### src/bda_pkg.sv
package bda_pkg;

  // field widths fixed by the item formats
  localparam int unsigned IDX_W      = 2;
  localparam int unsigned IN_TIME_W  = 32;
  localparam int unsigned MASK_W     = 4;
  localparam int unsigned DEB_W      = 20;
  localparam int unsigned LIMIT_W    = 16;
  localparam int unsigned SLOTS      = 4;

  // threshold (limit + 1) * 1000 fits in 27 bits for a 16-bit limit
  localparam int unsigned THR_W      = 27;

  localparam logic [DEB_W-1:0] DEBOUNCE_RESET_US = 20'd10000;
  localparam logic [9:0]       US_PER_MS         = 10'd1000;

  // per-button phase codes, the unused code behaves as initial
  localparam logic [1:0] PH_INITIAL  = 2'd0;
  localparam logic [1:0] PH_DEBOUNCE = 2'd1;
  localparam logic [1:0] PH_STABLE   = 2'd2;

  // register indexes
  localparam logic [2:0] REG_ENABLE   = 3'd0;
  localparam logic [2:0] REG_RELEASED = 3'd1;
  localparam logic [2:0] REG_DEBOUNCE = 3'd2;
  localparam logic [2:0] REG_LIMIT_B0 = 3'd3;
  localparam logic [2:0] REG_LIMIT_B1 = 3'd4;
  localparam logic [2:0] REG_LIMIT_B2 = 3'd5;
  localparam logic [2:0] REG_LIMIT_B3 = 3'd6;

  typedef struct packed {
    logic [IDX_W-1:0] button;
    logic             pressed;
    logic             last;
  } evt_t;

endpackage

### src/bda_poll_if.sv
interface bda_poll_if;
  logic                              valid;
  logic                              ready;
  logic [bda_pkg::IDX_W-1:0]         button_index;
  logic                              pin_level;
  logic [bda_pkg::IN_TIME_W-1:0]     time_us;

  modport source (output valid, output button_index, output pin_level, output time_us,
                  input ready);
  modport sink (input valid, input button_index, input pin_level, input time_us,
                output ready);
endinterface

### src/bda_event_if.sv
interface bda_event_if;
  logic                        valid;
  logic                        ready;
  logic [bda_pkg::IDX_W-1:0]   event_button;
  logic                        is_pressed;
  logic                        last_of_run;

  modport source (output valid, output event_button, output is_pressed, output last_of_run,
                  input ready);
  modport sink (input valid, input event_button, input is_pressed, input last_of_run,
                output ready);
endinterface

### src/button_debounce_autorepeat_top.sv
// Debouncer with auto-repeat for up to four buttons. Each poll word carries a
// button index, the sampled pin level and a free-running microsecond time; a
// poll of a button that is not enabled (or whose index is not below
// BUTTON_COUNT) is dropped. The block takes one poll per clock while the queue
// has room: a poll is held in an input register, evaluated against that
// button's state, and its zero, one or two event words are pushed into a
// four-word output queue that feeds the event port. A poll is moved on
// only while the queue holds two words or fewer; with the event side always
// ready, polls that make at most one event never stall, and a poll that
// makes two events puts two words into the queue, which is what limits the
// sustained rate when such polls come in a row. The debounce
// time is in microseconds, the repeat interval in milliseconds: a repeat press
// is sent when the whole milliseconds since the last repeat exceed the
// interval. Writing a 1 into an enable bit that was 0 puts that button back
// into its initial phase, where the next poll only latches the level.
// Registers sit at byte address 4*i: enable mask, released levels, debounce
// time, then the four repeat limits.
module button_debounce_autorepeat_top #(
  parameter int BUTTON_COUNT = 4,
  parameter int TIME_BITS    = 32
) (
  input  logic        clk,
  input  logic        rst,
  bda_poll_if.sink    poll,
  bda_event_if.source evt,
  input  logic        psel,
  input  logic        penable,
  input  logic        pwrite,
  input  logic [4:0]  paddr,
  input  logic [31:0] pwdata,
  output logic [31:0] prdata,
  output logic        pready
);

  // compare width big enough for both elapsed time and repeat threshold
  localparam int CMP_W = (TIME_BITS > bda_pkg::THR_W) ? TIME_BITS : bda_pkg::THR_W;

  // ---------------------------------------------------------------- registers
  logic [bda_pkg::MASK_W-1:0]  enable_mask;
  logic [bda_pkg::MASK_W-1:0]  released_levels;
  logic [bda_pkg::DEB_W-1:0]   debounce_time_us;
  logic [bda_pkg::LIMIT_W-1:0] repeat_limit [bda_pkg::SLOTS];

  logic [2:0] reg_idx;
  logic       cfg_wr;
  logic [bda_pkg::MASK_W-1:0] enable_rising;

  assign pready  = 1'b1;
  assign reg_idx = paddr[4:2];
  assign cfg_wr  = psel & penable & pwrite & pready;
  assign enable_rising = pwdata[bda_pkg::MASK_W-1:0] & ~enable_mask;

  always_ff @(posedge clk) begin
    if (rst) begin
      enable_mask      <= '0;
      released_levels  <= '0;
      debounce_time_us <= bda_pkg::DEBOUNCE_RESET_US;
      for (int i = 0; i < bda_pkg::SLOTS; i++) begin
        repeat_limit[i] <= '0;
      end
    end else if (cfg_wr) begin
      unique case (reg_idx)
        bda_pkg::REG_ENABLE:   enable_mask      <= pwdata[bda_pkg::MASK_W-1:0];
        bda_pkg::REG_RELEASED: released_levels  <= pwdata[bda_pkg::MASK_W-1:0];
        bda_pkg::REG_DEBOUNCE: debounce_time_us <= pwdata[bda_pkg::DEB_W-1:0];
        bda_pkg::REG_LIMIT_B0: repeat_limit[0]  <= pwdata[bda_pkg::LIMIT_W-1:0];
        bda_pkg::REG_LIMIT_B1: repeat_limit[1]  <= pwdata[bda_pkg::LIMIT_W-1:0];
        bda_pkg::REG_LIMIT_B2: repeat_limit[2]  <= pwdata[bda_pkg::LIMIT_W-1:0];
        bda_pkg::REG_LIMIT_B3: repeat_limit[3]  <= pwdata[bda_pkg::LIMIT_W-1:0];
        default: ;  // writes past the register list are dropped
      endcase
    end
  end

  always_comb begin
    unique case (reg_idx)
      bda_pkg::REG_ENABLE:   prdata = 32'(enable_mask);
      bda_pkg::REG_RELEASED: prdata = 32'(released_levels);
      bda_pkg::REG_DEBOUNCE: prdata = 32'(debounce_time_us);
      bda_pkg::REG_LIMIT_B0: prdata = 32'(repeat_limit[0]);
      bda_pkg::REG_LIMIT_B1: prdata = 32'(repeat_limit[1]);
      bda_pkg::REG_LIMIT_B2: prdata = 32'(repeat_limit[2]);
      bda_pkg::REG_LIMIT_B3: prdata = 32'(repeat_limit[3]);
      default:               prdata = '0;
    endcase
  end

  // ------------------------------------------------------------ poll register
  logic                        s1_valid;
  logic [bda_pkg::IDX_W-1:0]   s1_button;
  logic                        s1_level;
  logic [TIME_BITS-1:0]        s1_time;
  logic                        advance;
  logic                        poll_take;

  // output queue
  localparam int QD = 4;
  bda_pkg::evt_t queue [QD];
  logic [1:0] wr_ptr;
  logic [1:0] rd_ptr;
  logic [2:0] count;
  logic [1:0] npush;
  logic       pop;

  // the poll in stage one is evaluated once the queue has room for two words
  assign advance   = s1_valid && (count <= 3'd2);
  assign poll.ready = !s1_valid || advance;
  assign poll_take = poll.valid && poll.ready;

  always_ff @(posedge clk) begin
    if (rst) begin
      s1_valid <= 1'b0;
    end else begin
      s1_valid <= poll_take || (s1_valid && !advance);
    end
  end

  // time is cut to TIME_BITS on the way in, so all differences wrap there
  always_ff @(posedge clk) begin
    if (poll_take) begin
      s1_button <= poll.button_index;
      s1_level  <= poll.pin_level;
      s1_time   <= TIME_BITS'(poll.time_us);
    end
  end

  // ------------------------------------------------------ per-button state
  logic [1:0]           phase          [bda_pkg::SLOTS];
  logic                 stable_level   [bda_pkg::SLOTS];
  logic [TIME_BITS-1:0] debounce_start [bda_pkg::SLOTS];
  logic [TIME_BITS-1:0] repeat_start   [bda_pkg::SLOTS];
  logic                 repeat_armed   [bda_pkg::SLOTS];

  logic                 upd;
  logic                 rel;
  logic [1:0]           cur_phase;
  logic                 cur_stable;
  logic                 cur_armed;
  logic [TIME_BITS-1:0] deb_elapsed;
  logic [TIME_BITS-1:0] rep_elapsed;
  logic [bda_pkg::LIMIT_W:0] limit_p1;
  logic [CMP_W-1:0]     rep_thr;
  logic                 deb_done;
  logic                 rep_due;

  logic [1:0]           phase_next;
  logic                 stable_next;
  logic                 armed_next;
  logic                 deb_start_load;
  logic                 rep_start_load;
  bda_pkg::evt_t        ev0;
  bda_pkg::evt_t        ev1;

  assign upd = advance && (32'(s1_button) < BUTTON_COUNT) && enable_mask[s1_button];
  assign rel = released_levels[s1_button];

  assign cur_phase   = phase[s1_button];
  assign cur_stable  = stable_level[s1_button];
  assign cur_armed   = repeat_armed[s1_button];
  assign deb_elapsed = s1_time - debounce_start[s1_button];
  assign rep_elapsed = s1_time - repeat_start[s1_button];

  // whole ms elapsed > limit  <=>  elapsed us >= (limit + 1) * 1000
  assign limit_p1 = {1'b0, repeat_limit[s1_button]} + 1'b1;
  assign rep_thr  = CMP_W'(limit_p1) * CMP_W'(bda_pkg::US_PER_MS);
  assign rep_due  = CMP_W'(rep_elapsed) >= rep_thr;
  assign deb_done = deb_elapsed >= TIME_BITS'(debounce_time_us);

  always_comb begin
    phase_next     = cur_phase;
    stable_next    = cur_stable;
    armed_next     = cur_armed;
    deb_start_load = 1'b0;
    rep_start_load = 1'b0;
    npush          = 2'd0;
    ev0            = '{button: s1_button, pressed: 1'b0, last: 1'b1};
    ev1            = '{button: s1_button, pressed: 1'b0, last: 1'b1};
    unique case (cur_phase)
      bda_pkg::PH_STABLE: begin
        if (cur_stable != s1_level) begin
          // level moved: start timing the debounce
          phase_next     = bda_pkg::PH_DEBOUNCE;
          deb_start_load = 1'b1;
          armed_next     = 1'b0;
        end else if (s1_level != rel) begin
          if (!cur_armed) begin
            armed_next     = 1'b1;
            rep_start_load = 1'b1;
          end else if (rep_due) begin
            rep_start_load = 1'b1;
            ev0.pressed    = 1'b1;
            npush          = 2'd1;
          end
        end else begin
          armed_next = 1'b0;
        end
      end
      bda_pkg::PH_DEBOUNCE: begin
        if (deb_done) begin
          if (cur_stable == s1_level) begin
            // level bounced back: report the missed change, then the level
            ev0.pressed = ~cur_stable ^ rel;
            ev0.last    = 1'b0;
            ev1.pressed = s1_level ^ rel;
            npush       = 2'd2;
          end else begin
            ev0.pressed = s1_level ^ rel;
            npush       = 2'd1;
          end
          stable_next = s1_level;
          phase_next  = bda_pkg::PH_STABLE;
        end
      end
      default: begin
        // initial phase and the unused code
        stable_next = s1_level;
        phase_next  = bda_pkg::PH_STABLE;
        armed_next  = 1'b0;
      end
    endcase
    if (!upd) begin
      npush = 2'd0;
    end
  end

  always_ff @(posedge clk) begin
    if (rst) begin
      for (int i = 0; i < bda_pkg::SLOTS; i++) begin
        phase[i]          <= bda_pkg::PH_INITIAL;
        stable_level[i]   <= 1'b0;
        debounce_start[i] <= '0;
        repeat_start[i]   <= '0;
        repeat_armed[i]   <= 1'b0;
      end
    end else begin
      for (int i = 0; i < bda_pkg::SLOTS; i++) begin
        if (cfg_wr && (reg_idx == bda_pkg::REG_ENABLE) && enable_rising[i]) begin
          phase[i] <= bda_pkg::PH_INITIAL;
        end else if (upd && (s1_button == i[bda_pkg::IDX_W-1:0])) begin
          phase[i]        <= phase_next;
          stable_level[i] <= stable_next;
          repeat_armed[i] <= armed_next;
          if (deb_start_load) begin
            debounce_start[i] <= s1_time;
          end
          if (rep_start_load) begin
            repeat_start[i] <= s1_time;
          end
        end
      end
    end
  end

  // ------------------------------------------------------------ output queue
  assign pop = evt.valid && evt.ready;

  always_ff @(posedge clk) begin
    if (rst) begin
      wr_ptr <= '0;
      rd_ptr <= '0;
      count  <= '0;
    end else begin
      wr_ptr <= wr_ptr + npush;
      rd_ptr <= rd_ptr + 2'(pop);
      count  <= count + 3'(npush) - 3'(pop);
    end
  end

  always_ff @(posedge clk) begin
    if (npush != 2'd0) begin
      queue[wr_ptr] <= ev0;
    end
    if (npush == 2'd2) begin
      queue[wr_ptr + 2'd1] <= ev1;
    end
  end

  assign evt.valid        = (count != 3'd0);
  assign evt.event_button = queue[rd_ptr].button;
  assign evt.is_pressed   = queue[rd_ptr].pressed;
  assign evt.last_of_run  = queue[rd_ptr].last;

  // ---------------------------------------------------------------- checks
  a_queue_bound: assert property (@(posedge clk) disable iff (rst) count <= 3'(QD))
    else $error("output queue overfilled");

  a_queue_count: assert property (@(posedge clk) disable iff (rst)
      1'b1 |=> count == $past(count) + 3'($past(npush)) - 3'($past(pop)))
    else $error("queue count out of step with pushes and pops");

  a_run_follows: assert property (@(posedge clk) disable iff (rst)
      (evt.valid && !evt.last_of_run) |-> count >= 3'd2)
    else $error("first word of a pair without its partner queued");

  a_poll_held: assert property (@(posedge clk) disable iff (rst)
      poll_take |=> s1_valid)
    else $error("accepted poll lost before evaluation");

  a_push_room: assert property (@(posedge clk) disable iff (rst)
      (npush != 2'd0) |-> (advance && count <= 3'd2))
    else $error("events pushed without room in the queue");

endmodule
### src/flat_wrapper.sv
// flat-port wrapper written by rule: the top's interface ports become plain ports
module button_debounce_autorepeat_top_flat 
#(
  parameter int BUTTON_COUNT = 4,
  parameter int TIME_BITS    = 32
)
  (clk, rst, psel, penable, pwrite, paddr, pwdata, prdata, pready, poll_valid, poll_button_index, poll_pin_level, poll_time_us, poll_ready, evt_valid, evt_event_button, evt_is_pressed, evt_last_of_run, evt_ready);
  bda_poll_if poll_i ();
  bda_event_if evt_i ();
  input  logic clk;
  input  logic rst;
  input  logic psel;
  input  logic penable;
  input  logic pwrite;
  input  logic [4:0] paddr;
  input  logic [31:0] pwdata;
  output logic [31:0] prdata;
  output logic pready;
  input wire logic [$bits(poll_i.valid)-1:0] poll_valid;
  input wire logic [$bits(poll_i.button_index)-1:0] poll_button_index;
  input wire logic [$bits(poll_i.pin_level)-1:0] poll_pin_level;
  input wire logic [$bits(poll_i.time_us)-1:0] poll_time_us;
  output wire logic [$bits(poll_i.ready)-1:0] poll_ready;
  output wire logic [$bits(evt_i.valid)-1:0] evt_valid;
  output wire logic [$bits(evt_i.event_button)-1:0] evt_event_button;
  output wire logic [$bits(evt_i.is_pressed)-1:0] evt_is_pressed;
  output wire logic [$bits(evt_i.last_of_run)-1:0] evt_last_of_run;
  input wire logic [$bits(evt_i.ready)-1:0] evt_ready;
  assign poll_i.valid = poll_valid;
  assign poll_i.button_index = poll_button_index;
  assign poll_i.pin_level = poll_pin_level;
  assign poll_i.time_us = poll_time_us;
  assign poll_ready = poll_i.ready;
  assign evt_valid = evt_i.valid;
  assign evt_event_button = evt_i.event_button;
  assign evt_is_pressed = evt_i.is_pressed;
  assign evt_last_of_run = evt_i.last_of_run;
  assign evt_i.ready = evt_ready;
  button_debounce_autorepeat_top #(.BUTTON_COUNT(BUTTON_COUNT), .TIME_BITS(TIME_BITS)) u_core (.clk(clk), .rst(rst), .poll(poll_i), .evt(evt_i), .psel(psel), .penable(penable), .pwrite(pwrite), .paddr(paddr), .pwdata(pwdata), .prdata(prdata), .pready(pready));
endmodule
### config.mk
export PLATFORM = sky130hd
export DESIGN_NAME = button_debounce_autorepeat_top_flat
export DESIGN_NICKNAME = d
export VERILOG_FILES = /design/src/bda_pkg.sv /design/src/bda_poll_if.sv /design/src/bda_event_if.sv /design/src/button_debounce_autorepeat_top.sv /design/src/flat_wrapper.sv
export SDC_FILE = /design/constraint.sdc
export NUM_CORES = 1
export LEC_CHECK = 0
export ABC_AREA = 1
export ABC_CLOCK_PERIOD_IN_PS = 8200
export BUFFER_PORTS_ARGS = -buffer_cell sky130_fd_sc_hd__buf_2
export CAP_MARGIN = 40
export CELL_PAD_IN_SITES_DETAIL_PLACEMENT = 0
export CELL_PAD_IN_SITES_GLOBAL_PLACEMENT = 1
export CORE_MARGIN = 2
export CORE_UTILIZATION = 44
export DETAILED_ROUTE_END_ITERATION = 12
export PLACE_DENSITY_LB_ADDON = 0.1
export SLEW_MARGIN = 40
export SYNTH_ARGS = -nofsm -noshare
export SYNTH_HDL_FRONTEND = slang
export SYNTH_SLANG_ARGS = --single-unit
### constraint.sdc
create_clock -name clk -period 8.2 [get_ports clk]
set_clock_uncertainty 0.15 [all_clocks]
set_input_delay 1.64 -clock clk [delete_from_list [all_inputs] [get_ports clk]]
set_output_delay 1.64 -clock clk [all_outputs]
set_load 0.05 [all_outputs]
==> results.txt <==
Outcome: finished, final reports clean
Final Power: 14.6 mW
Cell Pwr Density: 459 nW/um^2
Area post-placement: 29,500 um^2
Number of diodes: 0
DIE HEIGHT: 253 um
R2R setup slack: 0.35 ns
Reg area: 12,300 um^2
Multi-input logic area: 13,300 um^2
Hold path cells: 2
Htree depth: 2
Die X: 253 um
Hold Crit Class: flop to flop
CTS sink count: 425
Synth cell types: 63
Sequential area share after synthesis: 0.454
Port bufs: 90
Die Footprint: 63,800 um^2
Required @ worst endpoint: 8.40 ns
DR pass1 iterations: 6
Initial antenna violation count: 0
Worst path slowest cell: fa_1
FILL cells: 5,701
Post-synth EDFFs: 383
Final setup violation count: 0
Area leader, netlist: edfxtp_1
# rows: 91
Dpl hpwl: 59.2 mm
Reg clk slew, reported paths: 0.06 ns
Worst path depth: 43
Initial DRC count: 1,846
Mapped Avg Cell Area: 8.59 um^2
Layout area overhead: 17.1%
Setup TNS: 0 ns
Synthesized area: 27,200 um^2
Final WL: 82.3 mm
Achievable Freq: 127 MHz
Buf/Inv on CP: 16
P_leak: 14.2 nW
Synth Instances: 3,162
Max transition margin: 0.431
Number of placed instances, taps included: 4,083
CTS Buffer Depth: 3
Worst Setup End Kind: flop
Area share of the largest cell type after synthesis: 0.423
Post-Layout Cell Count: 4,183
Post-route ant nets: 0
Post-DR wirelength/cell: 19.7 um
NumNets Final: 3,654
First-pass GRT wire length: 125 mm
Critical Path Max Stage Delay: 0.54 ns
Design area: 31,800 um^2
Setup crit start kind: flop
Via count: 22,224
#FFs+latches synth: 425
Routed vias/inst: 5.31
Critical path peak fanout: 8
Least-Margin Pin Slew: 0.854 ns
GR Util All Layers: 0.258
Core box area: 61,400 um^2
Total CTS buffers: 49
Slew Limit Fails: 0
Layout cells sized above 1: 0.147
Crit path max-delay family: adder cells
Tmin final: 7.85 ns
Crit path DAT: 8.05 ns
Async SR Flop Fraction: 0
Synth Flop Type: edfxtp_1
Period utilisation layout: 0.957
RSZ-0062 raised after global routing: yes
Max cap viols: 0
CTS tree: yes
IO Pins: 118
Root buffer cell: clkbuf_16
Vias in the first global route: 21,811
Clk Latency, worst-skew pair: 0.62 ns
Starting Density: 0.443
Hold Buf Count CTS: 0
Synth area leaders: edfxtp_1 42%, nand2_1 10%, ha_1 7.6%, nor2_1 7.2%, inv_1 5.3%
Overflow after GRT: 0
GP Congestion: 0.908
Largest net degree at the start of global routing: 83
Max VDD drop: 0.000621 V
# DRC: 0
CP Class: flop to flop
R2R depth: 43
Yosys warning count: 0
Most common cell on crit path: buf_4
Final Hold Vio Count: 0
## worst register-to-register path, delay by kind of cell, from the launching register on
kind	cells	cell delay [ns]
DFF	1	0.35
and+or+nand+nor	12	1.39
xor gates and xnor gates	2	0.23
adders and majority gates	7	2.61
AOI/OAI and AO/OA	6	0.90
buffers and inverters	16	1.97
## cells by family (layout without fill, tap and decap cells)
group,after synthesis,in the layout,share of synthesized area
AOI/OAI and AO/OA,443,443,0.104
other,2,13,0.000276
and+or+nand+nor,1459,1459,0.219
adders and majority gates,219,219,0.116
buffers and inverters,526,746,0.0778
xor gates and xnor gates,88,88,0.0296
DFF,425,425,0.454
## metal layers
layer | global-route usage | vias up | share of wire
met4 | 0.0734 | 0 | 0.027
met2 | 0.427 | 636 | 0.47
met5 | 0 | - | 0
met1 | 0.354 | 10634 | 0.44
li1 | - | 10836 | -
met3 | 0.0352 | 118 | 0.065
## layout by cell type, fill, tap and decap left out, types with 61 or more instances in the layout
cell type / Yosys / final
nand2_1: 751 / 734
nor2_1: 518 / 506
edfxtp_1: 383 / 383
inv_1: 387 / 381
a21oi_1: 204 / 196
ha_1: 165 / 157
buf_4: 15 / 131
buf_2: 17 / 90
nand3_1: 92 / 87
o21ai_0: 78 / 67
a32o_1: 61 / 61
## final timing paths
kind | startpoint | endpoint
setup / recovery | flop | u_core.repeat_start[2][5]
hold / removal | u_core.queue[2][0] | u_core.queue[2][0]
setup reg to reg | flop | u_core.repeat_start[2][5]
hold reg to reg | u_core.queue[2][0] | u_core.queue[2][0]
## sequential cells by signal (all words and copies together), names as in the netlist, 8 cells and up, named ones only
signal                   flops
u_core.repeat_limit         64
u_core.repeat_start        128
u_core.debounce_start      128
u_core.s1_time              32
u_core.queue                16
u_core.phase                 8
u_core.debounce_time_us     20
## cell usage after synthesis (all sizes together) (3+ instances only)
cell and instances:
clkbuf 62, o21bai 11, clkinv 5, nor2 536, nand4 18, a21boi 3
o21ai 84, inv 409, nor4 5, fa 54, nor3 16, ha 165
nand3 101, a32oi 11, o22ai 12, edfxtp 383, a22o 5, xnor2 28
dfxtp 42, o2111ai 3, or2 4, nand3b 5, o211ai 10, nand2 771
a21oi 205, a211oi 3, buf 50, a32o 61, a221oi 15, a31oi 6
a21o 6, xor2 60
## report_power, final
part           internal, mW  switching [mW]  leakage [nW]
Combinational          4.43            5.28          9.21
Clock                  1.42           0.940         0.840
Sequential             2.46          0.0710          4.13
## final cells by class
| cell class | instances | share of cell area |
|---|---|---|
| clock buffer | 57 | 0.0404 |
| multi-input combinational | 2222 | 0.419 |
| inverter | 414 | 0.0491 |
| timing repair buffer | 244 | 0.0587 |
| sequential | 425 | 0.388 |
| clock inverter | 31 | 0.0140 |
| tap | 790 | 0.0311 |
## through the flow
step	hold slack [ns]	util	worst slack [ns]
3_3_place_gp	0.301	0.480	0.0150
4_1_cts	0.316	0.509	0.0734
2_1_floorplan	0.274	-	-0.230
5_1_grt	0.344	0.519	-0.109
6_report	0.310	0.519	0.349
3_5_place_dp	0.307	0.481	-0.165
## what timing repair did
action / CTS / global route
pin swaps: 0 / 28
endpoints found under the setup margin: 154 / 289
setup buffers: 0 / 10
cloned: 0 / 2
resized for setup: 2 / 83
Note: power is estimated with default switching activity, not from simulation.
